$ cat src/hdl/imc_pkg.sv
`timescale 1ns / 1ps

package imc_pkg;

	localparam logic [2:0] RA_ZERO   = 3'd0;
	localparam logic [2:0] RA_ONE    = 3'd1;
	localparam logic [2:0] RA_CNT_M1 = 3'd2;
	localparam logic [2:0] RA_J_M2   = 3'd3;
	localparam logic [2:0] RA_I      = 3'd4;
	localparam logic [2:0] RA_I_P1   = 3'd5;

	typedef struct packed {
		logic [2:0] ra_sel;
		logic       key_load;
		logic       wr_key;
		logic       wr_shift;
		logic       cnt_inc;
		logic       cnt_clr;
		logic       ovf_set;
		logic       ovf_clr;
		logic       cur_load;
		logic       cur_ext;
		logic       i_set1;
		logic       i_inc;
		logic       out_load;
		logic       out_final;
	} cmd_t;

	typedef struct packed {
		logic cnt_zero;
		logic cnt_full;
		logic gt;
		logic j_one;
		logic overlap;
		logic i_last;
		logic n_one;
		logic out_free;
	} sts_t;

endpackage

$ cat src/hdl/imc_ctrl.sv
`timescale 1ns / 1ps

module imc_ctrl (
	input  logic          clk,
	input  logic          arst_n,
	input  logic          item_valid,
	input  logic          last,
	output logic          item_stall,
	input  imc_pkg::sts_t sts,
	output imc_pkg::cmd_t cmd
);

	localparam logic [2:0] ST_IDLE        = 3'd0;
	localparam logic [2:0] ST_SHIFT       = 3'd1;
	localparam logic [2:0] ST_PLACE       = 3'd2;
	localparam logic [2:0] ST_MERGE_ADDR  = 3'd3;
	localparam logic [2:0] ST_MERGE_FIRST = 3'd4;
	localparam logic [2:0] ST_MERGE       = 3'd5;
	localparam logic [2:0] ST_EMIT_LAST   = 3'd6;

	logic [2:0] state_q;
	logic [2:0] state_d;
	logic       last_q;
	logic       last_d;
	logic       set_done;

	assign item_stall = (state_q != ST_IDLE);

	always_comb begin
		cmd      = '0;
		state_d  = state_q;
		last_d   = last_q;
		set_done = 1'b0;
		case (state_q)
			ST_IDLE: begin
				if (item_valid) begin
					if (!sts.cnt_full) begin
						cmd.key_load = 1'b1;
						cmd.ra_sel   = imc_pkg::RA_CNT_M1;
						last_d       = last;
						state_d      = sts.cnt_zero ? ST_PLACE : ST_SHIFT;
					end else begin
						cmd.ovf_set = 1'b1;
						if (last) begin
							state_d = ST_MERGE_ADDR;
						end
					end
				end
			end
			ST_SHIFT: begin
				if (sts.gt) begin
					cmd.wr_shift = 1'b1;
					cmd.ra_sel   = imc_pkg::RA_J_M2;
					if (sts.j_one) begin
						state_d = ST_PLACE;
					end
				end else begin
					cmd.wr_key  = 1'b1;
					cmd.cnt_inc = 1'b1;
					set_done    = 1'b1;
				end
			end
			ST_PLACE: begin
				cmd.wr_key  = 1'b1;
				cmd.cnt_inc = 1'b1;
				set_done    = 1'b1;
			end
			ST_MERGE_ADDR: begin
				cmd.ra_sel = imc_pkg::RA_ZERO;
				state_d    = ST_MERGE_FIRST;
			end
			ST_MERGE_FIRST: begin
				cmd.cur_load = 1'b1;
				cmd.i_set1   = 1'b1;
				cmd.ra_sel   = imc_pkg::RA_ONE;
				state_d      = sts.n_one ? ST_EMIT_LAST : ST_MERGE;
			end
			ST_MERGE: begin
				cmd.ra_sel = imc_pkg::RA_I;
				if (sts.overlap || sts.out_free) begin
					if (sts.overlap) begin
						cmd.cur_ext = 1'b1;
					end else begin
						cmd.out_load = 1'b1;
						cmd.cur_load = 1'b1;
					end
					if (sts.i_last) begin
						state_d = ST_EMIT_LAST;
					end else begin
						cmd.i_inc  = 1'b1;
						cmd.ra_sel = imc_pkg::RA_I_P1;
					end
				end
			end
			ST_EMIT_LAST: begin
				if (sts.out_free) begin
					cmd.out_load  = 1'b1;
					cmd.out_final = 1'b1;
					cmd.cnt_clr   = 1'b1;
					cmd.ovf_clr   = 1'b1;
					state_d       = ST_IDLE;
				end
			end
			default: begin
				state_d = ST_IDLE;
			end
		endcase
		if (set_done) begin
			state_d = last_q ? ST_MERGE_ADDR : ST_IDLE;
		end
	end

	always_ff @(posedge clk or negedge arst_n) begin
		if (!arst_n) begin
			state_q <= ST_IDLE;
			last_q  <= 1'b0;
		end else begin
			state_q <= state_d;
			last_q  <= last_d;
		end
	end

endmodule

$ cat src/hdl/imc_datapath.sv
`timescale 1ns / 1ps

module imc_datapath #(
	parameter int MAX_INTERVALS = 32
) (
	input  logic               clk,
	input  logic               arst_n,
	input  imc_pkg::cmd_t      cmd,
	output imc_pkg::sts_t      sts,
	input  logic signed [31:0] start_req,
	input  logic signed [31:0] finish,
	output logic               merge_valid,
	input  logic               merge_stall,
	output logic signed [31:0] merged_start,
	output logic signed [31:0] merged_finish,
	output logic               final_res,
	output logic               dropped
);

	localparam int AW = (MAX_INTERVALS > 1) ? $clog2(MAX_INTERVALS) : 1;
	localparam int CW = $clog2(MAX_INTERVALS + 1);

	logic signed [31:0] mem_start [MAX_INTERVALS];
	logic signed [31:0] mem_finish [MAX_INTERVALS];

	logic signed [31:0] rd_start_q;
	logic signed [31:0] rd_finish_q;
	logic signed [31:0] key_start_q;
	logic signed [31:0] key_finish_q;
	logic signed [31:0] cur_start_q;
	logic signed [31:0] cur_finish_q;
	logic signed [31:0] out_start_q;
	logic signed [31:0] out_finish_q;
	logic               out_final_q;
	logic               out_dropped_q;
	logic               out_valid_q;
	logic [AW-1:0]      j_q;
	logic [AW-1:0]      i_q;
	logic [CW-1:0]      count_q;
	logic               ovf_q;
	logic [AW-1:0]      raddr;
	logic               out_free;

	always_comb begin
		case (cmd.ra_sel)
			imc_pkg::RA_ZERO:   raddr = '0;
			imc_pkg::RA_ONE:    raddr = AW'(1);
			imc_pkg::RA_CNT_M1: raddr = AW'(count_q - CW'(1));
			imc_pkg::RA_J_M2:   raddr = j_q - AW'(2);
			imc_pkg::RA_I:      raddr = i_q;
			imc_pkg::RA_I_P1:   raddr = i_q + AW'(1);
			default:            raddr = '0;
		endcase
	end

	assign out_free = !out_valid_q || !merge_stall;

	always_comb begin
		sts.cnt_zero = (count_q == '0);
		sts.cnt_full = (count_q == CW'(MAX_INTERVALS));
		sts.gt       = (rd_start_q > key_start_q);
		sts.j_one    = (j_q == AW'(1));
		sts.overlap  = (rd_start_q <= cur_finish_q);
		sts.i_last   = ((CW'(i_q) + CW'(1)) == count_q);
		sts.n_one    = (count_q == CW'(1));
		sts.out_free = out_free;
	end

	always_ff @(posedge clk) begin
		if (cmd.wr_key) begin
			mem_start[j_q]  <= key_start_q;
			mem_finish[j_q] <= key_finish_q;
		end else if (cmd.wr_shift) begin
			mem_start[j_q]  <= rd_start_q;
			mem_finish[j_q] <= rd_finish_q;
		end
		rd_start_q  <= mem_start[raddr];
		rd_finish_q <= mem_finish[raddr];
	end

	always_ff @(posedge clk) begin
		if (cmd.key_load) begin
			key_start_q  <= start_req;
			key_finish_q <= finish;
		end
		if (cmd.cur_load) begin
			cur_start_q  <= rd_start_q;
			cur_finish_q <= rd_finish_q;
		end else if (cmd.cur_ext && (rd_finish_q > cur_finish_q)) begin
			cur_finish_q <= rd_finish_q;
		end
		if (cmd.out_load) begin
			out_start_q   <= cur_start_q;
			out_finish_q  <= cmd.cur_ext ? cur_finish_q : cur_finish_q;
			out_final_q   <= cmd.out_final;
			out_dropped_q <= ovf_q;
		end
	end

	always_ff @(posedge clk or negedge arst_n) begin
		if (!arst_n) begin
			count_q     <= '0;
			ovf_q       <= 1'b0;
			j_q         <= '0;
			i_q         <= '0;
			out_valid_q <= 1'b0;
		end else begin
			if (cmd.cnt_clr) begin
				count_q <= '0;
			end else if (cmd.cnt_inc) begin
				count_q <= count_q + CW'(1);
			end
			if (cmd.ovf_clr) begin
				ovf_q <= 1'b0;
			end else if (cmd.ovf_set) begin
				ovf_q <= 1'b1;
			end
			if (cmd.key_load) begin
				j_q <= count_q[AW-1:0];
			end else if (cmd.wr_shift) begin
				j_q <= j_q - AW'(1);
			end
			if (cmd.i_set1) begin
				i_q <= AW'(1);
			end else if (cmd.i_inc) begin
				i_q <= i_q + AW'(1);
			end
			if (cmd.out_load) begin
				out_valid_q <= 1'b1;
			end else if (!merge_stall) begin
				out_valid_q <= 1'b0;
			end
		end
	end

	assign merge_valid   = out_valid_q;
	assign merged_start  = out_start_q;
	assign merged_finish = out_finish_q;
	assign final_res     = out_final_q;
	assign dropped       = out_dropped_q;

endmodule

$ cat src/hdl/interval_merge_core.sv
`timescale 1ns / 1ps
// Channel  | Signals                                          | Transaction
// item     | item_valid, item_stall, start_req, finish, last  | one interval in
// merge    | merge_valid, merge_stall, merged_start,          | one merged interval out
//          | merged_finish, final_res, dropped                |
// Each interval is insertion-sorted into a single-port-write memory as it arrives,
// each stored entry with a larger start moving up one place. An interval offered
// while the memory is full is dropped and not stored.
// After the last transaction the merge sweep reads the memory once, one entry a
// cycle; a held merge_stall pauses it only when a merged interval is to be emitted.
// The asynchronous reset empties the set; the memory itself is not cleared.
// No new transaction is taken until the set is out.

module interval_merge_core #(
	parameter int MAX_INTERVALS = 32
) (
	input  logic               clk,
	input  logic               arst_n,
	input  logic               item_valid,
	output logic               item_stall,
	input  logic signed [31:0] start_req,
	input  logic signed [31:0] finish,
	input  logic               last,
	output logic               merge_valid,
	input  logic               merge_stall,
	output logic signed [31:0] merged_start,
	output logic signed [31:0] merged_finish,
	output logic               final_res,
	output logic               dropped
);

	imc_pkg::cmd_t cmd;
	imc_pkg::sts_t sts;

	imc_ctrl u_ctrl (
		.clk        (clk),
		.arst_n     (arst_n),
		.item_valid (item_valid),
		.last       (last),
		.item_stall (item_stall),
		.sts        (sts),
		.cmd        (cmd)
	);

	imc_datapath #(
		.MAX_INTERVALS (MAX_INTERVALS)
	) u_datapath (
		.clk           (clk),
		.arst_n        (arst_n),
		.cmd           (cmd),
		.sts           (sts),
		.start_req     (start_req),
		.finish        (finish),
		.merge_valid   (merge_valid),
		.merge_stall   (merge_stall),
		.merged_start  (merged_start),
		.merged_finish (merged_finish),
		.final_res     (final_res),
		.dropped       (dropped)
	);

endmodule

$ cat config.mk
export PLATFORM = sky130hd
export DESIGN_NAME = interval_merge_core
export DESIGN_NICKNAME = d
export VERILOG_FILES = /design/src/hdl/imc_pkg.sv /design/src/hdl/imc_ctrl.sv /design/src/hdl/imc_datapath.sv /design/src/hdl/interval_merge_core.sv
export SDC_FILE = /design/constraint.sdc
export NUM_CORES = 2
export LEC_CHECK = 0
export BUFFER_PORTS_ARGS = -buffer_cell sky130_fd_sc_hd__buf_2
export CORE_ASPECT_RATIO = 0.9
export CORE_MARGIN = 10
export CORE_UTILIZATION = 50
export CTS_CLUSTER_SIZE = 20
export DETAILED_ROUTE_END_ITERATION = 6
export GPL_ROUTABILITY_DRIVEN = 0
export PLACE_DENSITY = 0.68
export SLEW_MARGIN = 15
export SYNTH_ARGS = -nofsm -noshare
export SYNTH_HDL_FRONTEND = slang
export SYNTH_SLANG_ARGS = --single-unit
$ cat constraint.sdc
create_clock -name clk -period 5.1 [get_ports clk]
set_input_delay 1.02 -clock clk [delete_from_list [all_inputs] [get_ports clk]]
set_output_delay 1.02 -clock clk [all_outputs]
set_load 0.01 [all_outputs]
==> flow_metrics.env <==
export IMPL_antenna_found_initial=11
export IMPL_dr_total_vias=45807
export IMPL_grt_pass1_wl_um=344000
export IMPL_drive_above_1_share_pct=27.5
export IMPL_drt_iter0_drc=6560
export IMPL_grt_max_degree=65
export IMPL_die_area_um2=195000
export IMPL_numCtsBuffers=218
export IMPL_hold_violations=0
export IMPL_skew_ps=61.6
export IMPL_power_density_nw_per_um2=683
export IMPL_synth_avg_cell_area_um2=21.9
export IMPL_synth_edff_count=2242
export IMPL_holdWs_ps=151
export IMPL_grt_util_all_layers_pct=24.7
export IMPL_setup_worst_path_end="u_datapath.rd_start_q[9]"
export IMPL_fmax_mhz=202
export IMPL_path_max_fanout=44
export IMPL_hold_buffers=0
export IMPL_wirelength_um=244000
export IMPL_syn_area_um2=89000
export IMPL_io_buffers=136
export IMPL_hpwl_um=134000
export IMPL_tritoncts="built"
export IMPL_clk_pin_slew_worst_paths_ps=70
export IMPL_syn2layout_area_growth_pct=13.9
export IMPL_reg2reg_depth=12
export IMPL_grt_overflow=0
export IMPL_synth_nets=4250
export IMPL_route_detailed_drc=0
export IMPL_fin_crit_ps=4950
export IMPL_drv_slew=0
export IMPL_core_um2=176000
export IMPL_setup_viol=0
export IMPL_cts_sinks=2328
export IMPL_post_route_period_util_pct=97.1
export IMPL_synth_top_flop_cell="edfxtp_1"
export IMPL_wl_per_cell_um=34.8
export IMPL_synth_seq_cells=2328
export IMPL_p_leak_nw=32.9
export IMPL_grt_pass1_vias=45112
export IMPL_ys_types=72
export IMPL_insertion_delay_ps=880
export IMPL_yosysWarnings=0
export IMPL_vdd_drop_max_mv=0.603
export IMPL_min_path_type="input port to asynchronous set/reset pin"
export IMPL_rrSetupSlack_ps=150
export IMPL_first_pass_iters=6
export IMPL_critPathLaunchType="flop"
export IMPL_relSlewSlack_pct=21.4
export IMPL_drtAntennaViolNets=0
export IMPL_worst_ep_required_time_ps=5810
export IMPL_r2r_end="u_datapath.rd_start_q[9]"
export IMPL_cp_startpoint="u_datapath.rd_start_q[11]"
export IMPL_initial_utilization_pct=50.5
export IMPL_core_rowCount=146
export IMPL_boundaryPins=137
export IMPL_tns_ps=0
export IMPL_die_height_um=420
export IMPL_clockBufferDepth=3
export IMPL_ys_seq_area_share_pct=77.7
export IMPL_clock_root_buffer="clkbuf_16"
export IMPL_async_flop_share_pct=0.945
export IMPL_synthCells=4074
export IMPL_die_width_um=465
export IMPL_cp_end_kind="flop"
export IMPL_critPathArrivalTime_ps=5660
export IMPL_critical_path_class="flop to flop"
export IMPL_status="finished, final reports clean"
export IMPL_reg2reg_from="u_datapath.rd_start_q[11]"
export IMPL_worst_pin_slew_ps=1180
export IMPL_drv_cap=0
export IMPL_htree_levels=4
export IMPL_vias_per_cell=6.54
export IMPL_fin_nets=4628
export IMPL_fill_cells=12702
## through the flow
stage / setup slack, ps / area (um2) / power, mW / instances / utilization [%]
floorplan: 470 / 89100 / 44.7 / 4074 / -
global placement: 48.6 / 94300 / 53.1 / 6597 / 53.4
detailed placement: 29.3 / 94300 / 53.5 / 6597 / 53.4
global route: -9.66 / 101000 / 72.2 / 7001 / 57.5
finish: 148 / 101000 / 69.3 / 7004 / 57.5
CTS: 52.3 / 101000 / 69.3 / 6996 / 57.4
## cell usage in the layout (no fill, tap or decap), drive strengths merged, types with 3 or more instances in the layout
| cell | instances |
|---|---|
| nor3 | 10 |
| a221oi | 68 |
| or3 | 4 |
| dfxtp | 64 |
| bufinv | 15 |
| nand4 | 24 |
| nand3 | 13 |
| a22oi | 193 |
| a31oi | 4 |
| xnor2 | 11 |
| clkinv | 94 |
| o21a | 8 |
| and4 | 4 |
| edfxtp | 2242 |
| and2 | 5 |
| a21oi | 108 |
| buf | 363 |
| o21ai | 55 |
| nand2 | 80 |
| nor4 | 5 |
| nand3b | 3 |
| xor2 | 13 |
| mux2 | 33 |
| clkbuf | 283 |
| o31ai | 3 |
| mux4 | 512 |
| a211oi | 3 |
| dfrtp | 22 |
| inv | 83 |
| nor2b | 11 |
| o211ai | 5 |
| clkinvlp | 4 |
| diode | 5 |
| nor2 | 63 |
| ha | 107 |
| a21o | 12 |
| and3 | 67 |
| nand2b | 10 |
## layer usage
| layer | GRT usage [%] | wire, um | vias up | part of all wire, % |
|---|---|---|---|---|
| met1 | 34.3 | 91500 | 24352 | 38 |
| li1 | - | - | 17959 | - |
| met5 | 0 | 7 | - | 0.0029 |
| met3 | 4.90 | 26200 | 518 | 11 |
| met2 | 38.2 | 114000 | 2976 | 47 |
| met4 | 11.0 | 12300 | 2 | 5.0 |
## worst max-delay path: stages, from the launching register on
cell and delay (ps):
dfxtp_1 690, ha_1 350, and4_1 220, a221oi_1 660, o32ai_2 180, or4b_1 580
nand2_4 170, buf_4 580, a32oi_1 200, nand2_4 340, buf_4 460, and3_1 250
a21oi_1 40
## timing repair
item / in CTS / in global routing
pin swaps: 0 / 1
gates resized for setup: 1 / 9
endpoints found under the setup margin: 1 / 49
gates cloned: 0 / 1
setup buffers: 0 / 2
hold endpoints to repair: 0 / 0
## report_power, final
group / total (mW) / switching (mW) / internal [mW]
sequential: 26.9 / 1.61 / 25.3
combinational: 26.4 / 14.5 / 11.9
clock: 15.9 / 7.09 / 8.83
## state kept, by name (all words and copies together), names as in the netlist, 3 cells and up
name / cells
u_datapath.mem_finish: 1024
u_datapath.mem_start: 1024
u_datapath.cur_finish_q: 32
u_datapath.cur_start_q: 32
u_datapath.key_finish_q: 32
u_datapath.key_start_q: 32
u_datapath.merged_finish: 32
u_datapath.merged_start: 32
u_datapath.rd_finish_q: 32
u_datapath.rd_start_q: 32
u_datapath.count_q: 6
u_datapath.i_q: 5
u_datapath.j_q: 5
u_ctrl.state_q: 3
## final cells by class
class | count | area [um2] | area share [%]
clock inverters | 117 | 1210 | 1.19
well taps | 2368 | 2960 | 2.92
diodes | 5 | 12.5 | 0.0123
flip-flops and latches | 2328 | 69200 | 68.2
clock buffers | 282 | 5820 | 5.73
multi-input cells | 1461 | 18700 | 18.5
repair buffers | 364 | 3280 | 3.24
inverters | 79 | 299 | 0.295
## how the worst min path moves through the flow
stage / cells after the start / slack (ps) / startpoint / to
after floorplan: 0 / 400 / u_datapath.cur_start_q[0] / u_datapath.merged_start[0]
after global placement: 0 / 400 / u_datapath.cur_start_q[14] / u_datapath.merged_start[14]
after detailed placement: 0 / 410 / u_datapath.cur_start_q[7] / u_datapath.merged_start[7]
after CTS: 1 / 100 / arst_n / u_datapath.i_q[0]
after global routing: 1 / 150 / arst_n / u_datapath.count_q[4]
final: 1 / 150 / arst_n / u_datapath.i_q[0]
## cells by family after synthesis
family	after synthesis	share of synthesized area (%)
multiplexers	545	13.4
AND/OR/NAND/NOR	307	1.78
flip-flops	2328	77.7
XOR/XNOR	24	0.236
buffers and inverters	285	1.72
AO/OA/AOI/OAI	478	3.73
adder cells (fa/ha/maj)	107	1.50
## cells in the mapped netlist, drive strengths merged (5+ instances only)
master / instances / area share [%]
edfxtp: 2242 / 76
mux4: 512 / 13
a22oi: 193 / 1.6
a21oi: 108 / 0.62
clkbuf: 107 / 0.47
ha: 107 / 1.5
buf: 99 / 0.92
nand2: 80 / 0.34
inv: 79 / 0.33
a221oi: 68 / 0.68
and3: 67 / 0.47
dfxtp: 64 / 1.4
nor2: 63 / 0.27
o21ai: 55 / 0.31
mux2: 33 / 0.42
nand4: 24 / 0.17
dfrtp: 22 / 0.62
nand3: 13 / 0.073
xor2: 13 / 0.13
a21o: 12 / 0.10
nor2b: 11 / 0.077
xnor2: 11 / 0.11
nand2b: 10 / 0.070
nor3: 10 / 0.056
o21a: 8 / 0.067
and2: 5 / 0.038
nor4: 5 / 0.049
o211ai: 5 / 0.058
Note: power is estimated with default switching activity, not from simulation.
